$ cat src/rtl/core/split_link_latency_sync_and_key_delay_unit_assert.svh
// Assertion macros shared by the split link latency unit.
`ifndef SPLIT_LINK_LATENCY_SYNC_AND_KEY_DELAY_UNIT_ASSERT_SVH
`define SPLIT_LINK_LATENCY_SYNC_AND_KEY_DELAY_UNIT_ASSERT_SVH
// Implication checked on every clock edge outside reset.
`define SLL_ASSERT_IMP(label, clk, rst, a, c) \
  label: assert property (@(posedge clk) disable iff (rst) (a) |-> (c)) \
    else $error("assertion failed");
// Implication checked in the cycle after the antecedent.
`define SLL_ASSERT_NEXT(label, clk, rst, a, c) \
  label: assert property (@(posedge clk) disable iff (rst) (a) |=> (c)) \
    else $error("assertion failed");
`endif

$ cat src/rtl/core/sll_pkg.sv
// ----------------------------------------------------------------------------
// Split link latency package
// Shared types and constants of the split link latency unit.
// ----------------------------------------------------------------------------
package sll_pkg;
  localparam int Samples = 10;
  localparam int Keys = 32;
  localparam int PosW = $clog2(Samples);
  localparam logic [PosW-1:0] PosLast = PosW'(Samples - 1);
  localparam int SumW = 12;
  localparam int Divisor = 2 * (Samples - 2);
  localparam logic [15:0] IdleReset = 16'd5000;
  localparam logic [Keys-1:0] KeyMask = {Keys{1'b1}};

  typedef enum logic [3:0] {
    PH_NOT_CONN   = 4'd0,
    PH_FIRST_CONN = 4'd1,
    PH_START_FULL = 4'd2,
    PH_LEFT_SENT  = 4'd3,
    PH_LEFT_RECV  = 4'd4,
    PH_RIGHT_SENT = 4'd5,
    PH_RIGHT_RECV = 4'd6,
    PH_END_FULL   = 4'd7,
    PH_IDLE       = 4'd8,
    PH_PING       = 4'd9,
    PH_START_PING = 4'd10,
    PH_LR_SENT    = 4'd11,
    PH_LR_RECV    = 4'd12,
    PH_END_PING   = 4'd13,
    PH_RSV14      = 4'd14,
    PH_RSV15      = 4'd15
  } phase_t;

  typedef enum logic [2:0] {
    C_IDLE, C_SEQ, C_SCAN, C_DIV, C_KEYS, C_OUT
  } ctl_state_t;

  typedef struct packed {
    logic load;
    logic seq_step;
    logic scan_start;
    logic scan_step;
    logic div_step;
    logic finish;
  } cmd_t;

  typedef struct packed {
    logic is_resp;
    logic seq_again;
    logic seq_update;
    logic scan_last;
  } stat_t;
endpackage

$ cat src/rtl/core/split_link_latency_sync_and_key_delay_unit.sv
// ----------------------------------------------------------------------------
// Split link latency sync and key delay unit
// Channel  | Handshake                 | Payload
// input    | in_valid / in_ready       | command, now_ms, link and key words
// output   | out_valid / out_ready     | reported keys, sync sends, delay
// config   | cfg_valid / cfg_ready     | cfg_data (idle_ping_ms)
// A response word goes from load straight to the result; a tick steps the sequencer first.
// A latency update adds a scan of the sample rings and a divide step.
// One word is in flight at a time; a stalled result holds the input off.
// Synchronous reset restores all but the input word and scan registers; no clearing pass.
// ----------------------------------------------------------------------------
module split_link_latency_sync_and_key_delay_unit (
  input  logic        clk,
  input  logic        rst,
  input  logic        cfg_valid,
  output logic        cfg_ready,
  input  logic [15:0] cfg_data,
  input  logic        in_valid,
  output logic        in_ready,
  input  logic        command,
  input  logic [31:0] now_ms,
  input  logic        both_connected,
  input  logic        report_left,
  input  logic [31:0] left_keys,
  input  logic [31:0] left_prev_keys,
  input  logic [31:0] right_keys,
  input  logic [31:0] right_prev_keys,
  output logic        out_valid,
  input  logic        out_ready,
  output logic [31:0] out_left_keys,
  output logic [31:0] out_right_keys,
  output logic        send_sync_left,
  output logic        send_sync_right,
  output logic        left_faster,
  output logic [6:0]  delay_now
);
  sll_pkg::cmd_t cmd;
  sll_pkg::stat_t stat;

  assign cfg_ready = 1'b1;

  sll_ctrl u_ctrl (
    .clk(clk), .rst(rst), .in_fire(in_valid && in_ready),
    .out_fire(out_valid && out_ready), .stat(stat), .cmd(cmd),
    .in_ready(in_ready), .out_valid(out_valid)
  );

  sll_datapath u_dp (
    .clk(clk), .rst(rst), .cmd(cmd), .stat(stat),
    .cfg_valid(cfg_valid), .cfg_ready(cfg_ready), .cfg_data(cfg_data),
    .command(command), .now_ms(now_ms), .both_connected(both_connected),
    .report_left(report_left), .left_keys(left_keys),
    .left_prev_keys(left_prev_keys), .right_keys(right_keys),
    .right_prev_keys(right_prev_keys), .out_left_keys(out_left_keys),
    .out_right_keys(out_right_keys), .send_sync_left(send_sync_left),
    .send_sync_right(send_sync_right), .left_faster(left_faster),
    .delay_now(delay_now)
  );
endmodule

$ cat src/rtl/core/sll_ctrl.sv
// ----------------------------------------------------------------------------
// Split link latency controller
// Steps each word through the sequencer and, as needed, ring scan, divide and key handling.
// ----------------------------------------------------------------------------
module sll_ctrl (
  input  logic            clk,
  input  logic            rst,
  input  logic            in_fire,
  input  logic            out_fire,
  input  sll_pkg::stat_t  stat,
  output sll_pkg::cmd_t   cmd,
  output logic            in_ready,
  output logic            out_valid
);
  sll_pkg::ctl_state_t state, state_next;

  always_ff @(posedge clk) begin
    if (rst) begin
      state <= sll_pkg::C_IDLE;
    end else begin
      state <= state_next;
    end
  end

  always_comb begin
    state_next = state;
    cmd = '0;
    in_ready = 1'b0;
    out_valid = 1'b0;
    unique case (state)
      sll_pkg::C_IDLE: begin
        in_ready = 1'b1;
        if (in_fire) begin
          cmd.load = 1'b1;
          state_next = sll_pkg::C_SEQ;
        end
      end
      sll_pkg::C_SEQ: begin
        if (stat.is_resp) begin
          state_next = sll_pkg::C_OUT;
          cmd.finish = 1'b1;
        end else begin
          cmd.seq_step = 1'b1;
          if (stat.seq_update) begin
            cmd.scan_start = 1'b1;
            state_next = sll_pkg::C_SCAN;
          end else if (!stat.seq_again) begin
            state_next = sll_pkg::C_KEYS;
          end
        end
      end
      sll_pkg::C_SCAN: begin
        cmd.scan_step = 1'b1;
        if (stat.scan_last) begin
          state_next = sll_pkg::C_DIV;
        end
      end
      sll_pkg::C_DIV: begin
        cmd.div_step = 1'b1;
        state_next = stat.seq_again ? sll_pkg::C_SEQ : sll_pkg::C_KEYS;
      end
      sll_pkg::C_KEYS: begin
        cmd.finish = 1'b1;
        state_next = sll_pkg::C_OUT;
      end
      sll_pkg::C_OUT: begin
        out_valid = 1'b1;
        if (out_fire) begin
          state_next = sll_pkg::C_IDLE;
        end
      end
      default: state_next = sll_pkg::C_IDLE;
    endcase
  end

  `include "split_link_latency_sync_and_key_delay_unit_assert.svh"
  `SLL_ASSERT_IMP(a_ready_idle, clk, rst, in_ready, state == sll_pkg::C_IDLE)
  `SLL_ASSERT_NEXT(a_load_seq, clk, rst, in_fire, state == sll_pkg::C_SEQ)
  `SLL_ASSERT_NEXT(a_out_hold, clk, rst, out_valid && !out_fire, out_valid)
endmodule

$ cat src/rtl/core/sll_datapath.sv
// ----------------------------------------------------------------------------
// Split link latency datapath
// Holds the sequencer state, sample rings, latencies and change buffer.
// ----------------------------------------------------------------------------
module sll_datapath (
  input  logic                clk,
  input  logic                rst,
  input  sll_pkg::cmd_t       cmd,
  output sll_pkg::stat_t      stat,
  input  logic                cfg_valid,
  input  logic                cfg_ready,
  input  logic [15:0]         cfg_data,
  input  logic                command,
  input  logic [31:0]         now_ms,
  input  logic                both_connected,
  input  logic                report_left,
  input  logic [31:0]         left_keys,
  input  logic [31:0]         left_prev_keys,
  input  logic [31:0]         right_keys,
  input  logic [31:0]         right_prev_keys,
  output logic [31:0]         out_left_keys,
  output logic [31:0]         out_right_keys,
  output logic                send_sync_left,
  output logic                send_sync_right,
  output logic                left_faster,
  output logic [6:0]          delay_now
);
  logic [15:0] idle_ping_ms;
  sll_pkg::phase_t sync_phase, phase_n;
  logic [31:0] send_stamp, last_activity, pending_stamp, pending_keys;
  logic ping_left, left_answered, right_answered, change_pending;
  logic [sll_pkg::PosW-1:0] left_ring_pos, right_ring_pos;
  logic [sll_pkg::PosW-1:0] left_pos_next, right_pos_next;
  logic [7:0] left_samples [sll_pkg::Samples];
  logic [7:0] right_samples [sll_pkg::Samples];
  logic [6:0] left_latency, right_latency, hold_delay;
  logic is_resp, conn;
  logic [31:0] now, lk, lp, rk, rp;
  logic again, upd;
  logic [sll_pkg::PosW-1:0] scan_idx;
  logic [7:0] lmin, lmax, rmin, rmax;
  logic [sll_pkg::SumW-1:0] lsum, rsum, ltrim, rtrim;
  logic [6:0] lq, rq;
  logic [31:0] delta;
  logic [7:0] sat;
  logic lf;
  logic [31:0] hb_in, hb_prev, hb_out;
  logic hb_expired;

  assign delta = now_ms - send_stamp;
  assign sat = (delta > 32'd255) ? 8'hFF : delta[7:0];
  assign left_pos_next = (left_ring_pos == sll_pkg::PosLast) ? '0 : left_ring_pos + 1'b1;
  assign right_pos_next = (right_ring_pos == sll_pkg::PosLast) ? '0 : right_ring_pos + 1'b1;

  assign ltrim = lsum - sll_pkg::SumW'(lmin) - sll_pkg::SumW'(lmax);
  assign rtrim = rsum - sll_pkg::SumW'(rmin) - sll_pkg::SumW'(rmax);
  assign lq = 7'(ltrim / sll_pkg::SumW'(sll_pkg::Divisor));
  assign rq = 7'(rtrim / sll_pkg::SumW'(sll_pkg::Divisor));

  assign lf = left_latency < right_latency;
  assign hb_in = lf ? lk : rk;
  assign hb_prev = lf ? lp : rp;
  assign hb_expired = (now - pending_stamp) > {25'd0, hold_delay};

  always_comb begin
    hb_out = hb_in;
    if (hb_in != hb_prev) begin
      if (change_pending) begin
        if (pending_keys != hb_in) hb_out = pending_keys;
        else if (!hb_expired) hb_out = hb_prev;
      end else begin
        hb_out = hb_prev;
      end
    end else if (change_pending && hb_expired) begin
      hb_out = pending_keys;
    end
  end

  always_comb begin
    phase_n = sync_phase;
    again = 1'b0;
    upd = 1'b0;
    unique case (sync_phase)
      sll_pkg::PH_NOT_CONN: if (conn) begin
        phase_n = sll_pkg::PH_FIRST_CONN; again = 1'b1;
      end
      sll_pkg::PH_FIRST_CONN: begin phase_n = sll_pkg::PH_START_FULL; again = 1'b1; end
      sll_pkg::PH_START_FULL: phase_n = sll_pkg::PH_LEFT_SENT;
      sll_pkg::PH_LEFT_SENT: if (left_answered) begin
        phase_n = sll_pkg::PH_LEFT_RECV; again = 1'b1;
      end
      sll_pkg::PH_LEFT_RECV: phase_n = sll_pkg::PH_RIGHT_SENT;
      sll_pkg::PH_RIGHT_SENT: if (right_answered) begin
        phase_n = sll_pkg::PH_RIGHT_RECV; again = 1'b1;
      end
      sll_pkg::PH_RIGHT_RECV: begin phase_n = sll_pkg::PH_END_FULL; again = 1'b1; end
      sll_pkg::PH_END_FULL: begin
        again = 1'b1;
        if (left_ring_pos == '0 && right_ring_pos == '0) begin
          phase_n = sll_pkg::PH_IDLE; upd = 1'b1;
        end else begin
          phase_n = sll_pkg::PH_START_FULL;
        end
      end
      sll_pkg::PH_IDLE: if (last_activity != '0 &&
                            (now - last_activity) > {16'd0, idle_ping_ms}) begin
        phase_n = sll_pkg::PH_PING; again = 1'b1;
      end
      sll_pkg::PH_PING: begin phase_n = sll_pkg::PH_START_PING; again = 1'b1; end
      sll_pkg::PH_START_PING: phase_n = sll_pkg::PH_LR_SENT;
      sll_pkg::PH_LR_SENT: if (ping_left ? left_answered : right_answered) begin
        phase_n = sll_pkg::PH_LR_RECV; again = 1'b1;
      end
      sll_pkg::PH_LR_RECV: begin phase_n = sll_pkg::PH_END_PING; again = 1'b1; end
      sll_pkg::PH_END_PING: begin phase_n = sll_pkg::PH_IDLE; upd = 1'b1; end
      default: phase_n = sync_phase;
    endcase
  end

  assign stat.is_resp = is_resp;
  assign stat.seq_again = again;
  assign stat.seq_update = upd;
  assign stat.scan_last = (scan_idx == sll_pkg::PosLast);

  always_ff @(posedge clk) begin
    if (rst) begin
      idle_ping_ms <= sll_pkg::IdleReset;
      sync_phase <= sll_pkg::PH_NOT_CONN;
      send_stamp <= '0; ping_left <= 1'b0;
      left_answered <= 1'b0; right_answered <= 1'b0;
      left_ring_pos <= '0; right_ring_pos <= '0;
      for (int i = 0; i < sll_pkg::Samples; i++) begin
        left_samples[i] <= '0; right_samples[i] <= '0;
      end
      left_latency <= '0; right_latency <= '0; hold_delay <= '0;
      last_activity <= '0; change_pending <= 1'b0;
      pending_stamp <= '0; pending_keys <= '0;
      scan_idx <= '0;
      out_left_keys <= '0; out_right_keys <= '0;
      send_sync_left <= 1'b0; send_sync_right <= 1'b0;
      left_faster <= 1'b0; delay_now <= '0;
    end else begin
      if (cfg_valid && cfg_ready) begin
        idle_ping_ms <= cfg_data;
      end
      if (cmd.load) begin
        is_resp <= command; now <= now_ms; conn <= both_connected;
        lk <= left_keys & sll_pkg::KeyMask; lp <= left_prev_keys & sll_pkg::KeyMask;
        rk <= right_keys & sll_pkg::KeyMask; rp <= right_prev_keys & sll_pkg::KeyMask;
        send_sync_left <= 1'b0; send_sync_right <= 1'b0;
        if (command) begin
          if (report_left) begin
            left_ring_pos <= left_pos_next;
            left_samples[left_pos_next] <= sat;
            left_answered <= 1'b1;
          end else begin
            right_ring_pos <= right_pos_next;
            right_samples[right_pos_next] <= sat;
            right_answered <= 1'b1;
          end
        end
      end
      if (cmd.seq_step) begin
        sync_phase <= phase_n;
        unique case (sync_phase)
          sll_pkg::PH_START_FULL: begin
            send_sync_left <= 1'b1; send_stamp <= now; ping_left <= 1'b1;
            left_answered <= 1'b0;
          end
          sll_pkg::PH_LEFT_RECV: begin
            send_sync_right <= 1'b1; send_stamp <= now; ping_left <= 1'b0;
            right_answered <= 1'b0;
          end
          sll_pkg::PH_IDLE: if (phase_n == sll_pkg::PH_PING) last_activity <= '0;
          sll_pkg::PH_PING: ping_left <= !ping_left;
          sll_pkg::PH_START_PING: begin
            if (ping_left) send_sync_left <= 1'b1; else send_sync_right <= 1'b1;
            send_stamp <= now;
          end
          sll_pkg::PH_END_PING: last_activity <= '0;
          default: ;
        endcase
      end
      if (cmd.scan_start) begin
        scan_idx <= '0;
        lmin <= 8'hFF; lmax <= '0; lsum <= '0;
        rmin <= 8'hFF; rmax <= '0; rsum <= '0;
      end
      if (cmd.scan_step) begin
        scan_idx <= scan_idx + 1'b1;
        if (left_samples[scan_idx] < lmin) lmin <= left_samples[scan_idx];
        if (left_samples[scan_idx] > lmax) lmax <= left_samples[scan_idx];
        lsum <= lsum + sll_pkg::SumW'(left_samples[scan_idx]);
        if (right_samples[scan_idx] < rmin) rmin <= right_samples[scan_idx];
        if (right_samples[scan_idx] > rmax) rmax <= right_samples[scan_idx];
        rsum <= rsum + sll_pkg::SumW'(right_samples[scan_idx]);
      end
      if (cmd.div_step) begin
        left_latency <= lq;
        right_latency <= rq;
        hold_delay <= (lq > rq) ? lq - rq : rq - lq;
      end
      if (cmd.finish) begin
        left_faster <= lf;
        delay_now <= hold_delay;
        if (is_resp) begin
          out_left_keys <= '0; out_right_keys <= '0;
          send_sync_left <= 1'b0; send_sync_right <= 1'b0;
        end else begin
          if (lk != '0 || rk != '0) last_activity <= now;
          out_left_keys <= lf ? hb_out : lk;
          out_right_keys <= lf ? rk : hb_out;
          if (hb_in != hb_prev) begin
            if (change_pending) begin
              if (pending_keys != hb_in) begin
                pending_keys <= hb_in; pending_stamp <= now;
              end else if (hb_expired) begin
                change_pending <= 1'b0;
              end
            end else begin
              change_pending <= 1'b1; pending_stamp <= now; pending_keys <= hb_in;
            end
          end else if (change_pending && hb_expired) begin
            pending_keys <= hb_in; change_pending <= 1'b0;
          end
        end
      end
    end
  end

  `include "split_link_latency_sync_and_key_delay_unit_assert.svh"
  `SLL_ASSERT_IMP(a_left_pos, clk, rst, 1'b1, left_ring_pos <= sll_pkg::PosLast)
  `SLL_ASSERT_IMP(a_right_pos, clk, rst, 1'b1, right_ring_pos <= sll_pkg::PosLast)
  `SLL_ASSERT_IMP(a_one_send, clk, rst, 1'b1, !(send_sync_left && send_sync_right))
endmodule

$ cat config.mk
export PLATFORM = sky130hd
export DESIGN_NAME = split_link_latency_sync_and_key_delay_unit
export DESIGN_NICKNAME = d
export VERILOG_FILES = /design/src/rtl/core/sll_pkg.sv /design/src/rtl/core/split_link_latency_sync_and_key_delay_unit.sv /design/src/rtl/core/sll_ctrl.sv /design/src/rtl/core/sll_datapath.sv
export VERILOG_INCLUDE_DIRS = /design/src /design/src/rtl/core
export SDC_FILE = /design/constraint.sdc
export NUM_CORES = 2
export LEC_CHECK = 0
export ABC_AREA = 1
export BUFFER_PORTS_ARGS = -buffer_cell sky130_fd_sc_hd__buf_2
export CORE_ASPECT_RATIO = 1.4
export CORE_MARGIN = 3
export CORE_UTILIZATION = 50
export DETAILED_ROUTE_END_ITERATION = 8
export PLACE_DENSITY = 0.7
export REMOVE_ABC_BUFFERS = 1
export SLEW_MARGIN = 20
export SYNTH_ARGS = -nofsm -noshare
export SYNTH_HDL_FRONTEND = slang
export SYNTH_HIERARCHICAL = 1
export SYNTH_SLANG_ARGS = --single-unit
$ cat constraint.sdc
create_clock -name clk -period 9.1 [get_ports clk]
set_clock_uncertainty 0.1 [all_clocks]
set_input_delay 0.91 -clock clk [delete_from_list [all_inputs] [get_ports clk]]
set_output_delay 0.91 -clock clk [all_outputs]
set_load 0.05 [all_outputs]
==> key figures <==
Die
  • Full die area: 88700 um2
  • Die height: 351 um
  • Initial Util: 50.5%
  • Num ports: 261
  • Core area: 84300 um2
  • Die Width: 253 um
  • Std cell rows: 126

Detailed routing
  • Via density: 5.63
  • Routed wire length per instance: 19.2 um
  • Remaining DRCs: 0
  • Routed Antenna Nets: 0
  • DR iter-0 viols: 3427
  • Via Count: 37915
  • DR pass1 iterations: 7
  • Total length of routed wires: 129000 um

Critical path
  • Critical Path AT: 5.71 ns
  • Worst Path Required: 9.37 ns
  • Worst Setup End Kind: register
  • CP startpoint kind: register
  • Crit Reg-Reg Endpoint: u_dp/lsum[10]$_SDFFCE_PN0P_
  • Reg2Reg Setup Slack: 3.66 ns
  • Setup CP Type: reg -> reg
  • CP endpoint: u_dp/lsum[10]$_SDFFCE_PN0P_
  • R2R depth: 22
  • Crit Path Max Fanout: 65

STA
  • Fin crit share: 59.8%
  • RSZ-0062 raised after global routing: no
  • Total negative setup slack: 0 ns
  • Crit path time final: 5.44 ns
  • Final setup violation count: 0
  • Worst setup margin: 3.66 ns
  • Slew Viols, Final: 0
  • Max Fclk: 184 MHz
  • Rel. slew slack: 28.4%
  • Worst-Margin Slew: 1.07 ns
  • Fin. Hold Viols: 0

Clock tree
  • H-Tree Depth: 3
  • TritonCTS clock tree: yes
  • Post-cts hold buffer count: 0
  • Worst-case clock buffer depth: 3
  • Resize count post-CTS: 0
  • Root Driver: clkbuf_16
  • Clock slew at reported path FFs: 0.06 ns
  • Post-CTS Setup Repair Bufs: 0
  • Num CTS Buffers: 75
  • Clock Latency Late Sink: 0.66 ns
  • # clock sinks: 738

Logic synthesis
  • Cells after synthesis: 5394
  • Post-synth top flop: edfxtp_1
  • Most numerous cell in the Yosys netlist: nand2_1
  • Distinct cells, synth: 59
  • Synth Cell Area: 42600 um2
  • Ys async rst share: 0%
  • Seq/Total Area, Yosys: 45.8%
  • Synth cell count leaders: nand2_1, inv_1, nor2_1, edfxtp_1, a21oi_1
  • #FFs+latches synth: 738
  • Syn avg cell area: 7.89 um2
  • Top post-synthesis cells by area: edfxtp_1, dfxtp_1, nand2_1
  • Synth Warn #: 6
  • Post-synth top area share: 33.3%
  • EDFF count, synth: 472
  • Post-synth top area cell: edfxtp_1

Global routing
  • GR peak layer: met2
  • GR Util met1: 33.4%
  • Antenna violations before repair: 8
  • Gr ovfl total: 0
  • Largest net degree at the start of global routing: 162
  • Vias in the first global route: 36446
  • Met3 Use GR: 4.05%
  • Grt met2 use: 50.8%
  • First-pass GRT wire length: 199000 um
  • All-Layer GR Usage: 28.6%

Status
  • Status: complete, no violations

Placement
  • Number of port buffers: 259
  • Hpwl dp: 92800 um
  • Final RePlAce weighted congestion: 1.09
  • Dpl ws: 3.66 ns
  • Cell area after placement: 44800 um2

Power
  • Total power: 10.5 mW
  • PwrDens: 221 nW/um2
  • Maximum VDD drop: 0.209 mV
  • Static Leakage: 20.7 nW

Finish
  • Fraction of layout cells with a size suffix above 1: 8.71%
  • Fillers: 7709
  • Post-layout net count: 5981
  • Finished layout cell area: 47400 um2
  • Area growth from synthesis to layout: 11.2%

Hold path
  • Hold Path Class: in -> reg

Run
  • MaxCap Viol Count: 0
-- worst min-delay path by stage --
stage / from / end / slack (ns) / cells past startpoint
after detailed placement: u_dp/send_stamp[10]$_SDFFE_PP0P_ / u_dp/send_stamp[10]$_SDFFE_PP0P_ / 0.35 / 2
after CTS: right_keys[15] / u_dp/rk[15]$_DFFE_PP_ / 0.29 / 1
final: left_prev_keys[16] / u_dp/lp[16]$_DFFE_PP_ / 0.32 / 1
after floorplan: u_dp/send_stamp[10]$_SDFFE_PP0P_ / u_dp/send_stamp[10]$_SDFFE_PP0P_ / 0.34 / 2
after global placement: u_dp/send_stamp[25]$_SDFFE_PP0P_ / u_dp/send_stamp[25]$_SDFFE_PP0P_ / 0.34 / 2
after global routing: right_keys[31] / u_dp/rk[31]$_DFFE_PP_ / 0.30 / 1
-- routing by layer --
| metal | vias to the layer above | wire length, um | share of wire, % |
|---|---|---|---|
| met5 | - | 0 | 0 |
| met2 | 1545 | 64000 | 49 |
| met3 | 345 | 9170 | 7.1 |
| met4 | 0 | 6900 | 5.3 |
| met1 | 17716 | 49300 | 38 |
| li1 | 18309 | - | - |
-- layout by cell type (no fill, tap or decap), types with 8 or more instances in the layout --
cell type and n:
o21ai_2 8, o21bai_1 15, nand2_2 15, inv_2 13, clkinv_1 8, inv_1 726, clkbuf_16 75, xnor2_1 37
xor2_1 65, fa_1 21, ha_1 201, o21a_1 20, or2_2 10, o22ai_1 25, o21ai_1 20, buf_4 41
nor3_1 36, nor4_1 34, clkbuf_1 16, o211ai_1 73, o21ai_0 391, conb_1 18, nand4_1 71, clkinv_2 15
a211oi_1 9, nand3_1 296, o221ai_1 43, nor2_2 10, nor2_1 626, nand3b_1 27, a21oi_1 445, nand2_1 1147
dfxtp_1 265, buf_2 258, edfxtp_1 472
-- logic make-up after synthesis --
family                     after synthesis  synth area share, %
and+or+nand+nor                       2299                 22.5
DFF                                    738                 45.8
other                                    2               0.0176
adders and majority gates              222                 6.90
buffers and inverters                  957                 8.72
xor gates and xnor gates               102                 2.10
AOI/OAI and AO/OA                     1072                 14.0
muxes                                    2               0.0470
-- worst max-delay path, stage by stage, from the launching register on --
cell and delay, ns:
dfxtp_1 0.30, buf_4 0.35, inv_1 0.73, buf_4 0.53, o21ai_0 0.16, o22ai_1 0.24, o211ai_1 0.19, nand2_1 0.26
ha_1 0.23, inv_1 0.07, fa_1 0.43, o31ai_1 0.40, nand2_1 0.09, inv_1 0.08, nor2_1 0.05, o21bai_1 0.16
nand2_1 0.07, inv_1 0.07, nor2_1 0.04, o21bai_1 0.20, nand3_1 0.13, xor2_1 0.16, nor2_1 0.06
-- through the flow --
| step | util (%) | cells | hold WS (ns) |
|---|---|---|---|
| floorplan | - | 5197 | 0.335 |
| global placement | 53.1 | 6586 | 0.344 |
| detailed placement | 53.1 | 6586 | 0.351 |
| CTS | 56.1 | 6725 | 0.287 |
| global route | 56.1 | 6726 | 0.300 |
| finish | 56.1 | 6730 | 0.323 |
-- power by group --
group	internal [mW]	total, mW	leakage (nW)	switching (mW)
Clock	1.79	3.19	1.23	1.40
Sequential	3.89	4.11	6.74	0.213
Combinational	0.969	3.15	12.7	2.19
Total	6.65	10.5	20.7	3.80
-- state kept, by name (all words and copies together) (netlist names), 8 cells and up, named ones only --
register,count
u_dp/lmin,8
u_dp/rp,32
u_dp/pending_stamp,32
u_dp/rmin,8
u_dp/lk,32
u_dp/now,32
u_dp/idle_ping_ms,16
u_dp/out_left_keys,32
u_dp/send_stamp,32
u_dp/lsum,11
u_dp/left_samples,128
u_dp/rsum,11
u_dp/last_activity,32
u_dp/lmax,8
u_dp/rmax,8
u_dp/rk,32
u_dp/right_samples,128
u_dp/out_right_keys,32
u_dp/pending_keys,32
u_dp/lp,32
-- area by class of cell --
type | count | area, um2 | share of cell area, %
Sequential cell | 738 | 19500 | 41.2
Tap cell | 1088 | 1360 | 2.87
Clock buffer | 96 | 2000 | 4.22
Clock inverter | 43 | 534 | 1.13
Multi-Input combinational cell | 3715 | 19500 | 41.2
Timing Repair Buffer | 301 | 1640 | 3.46
Inverter | 744 | 2800 | 5.91
Antenna cell | 5 | 12.5 | 0.0264
Note: power is estimated with default switching activity, not from simulation.
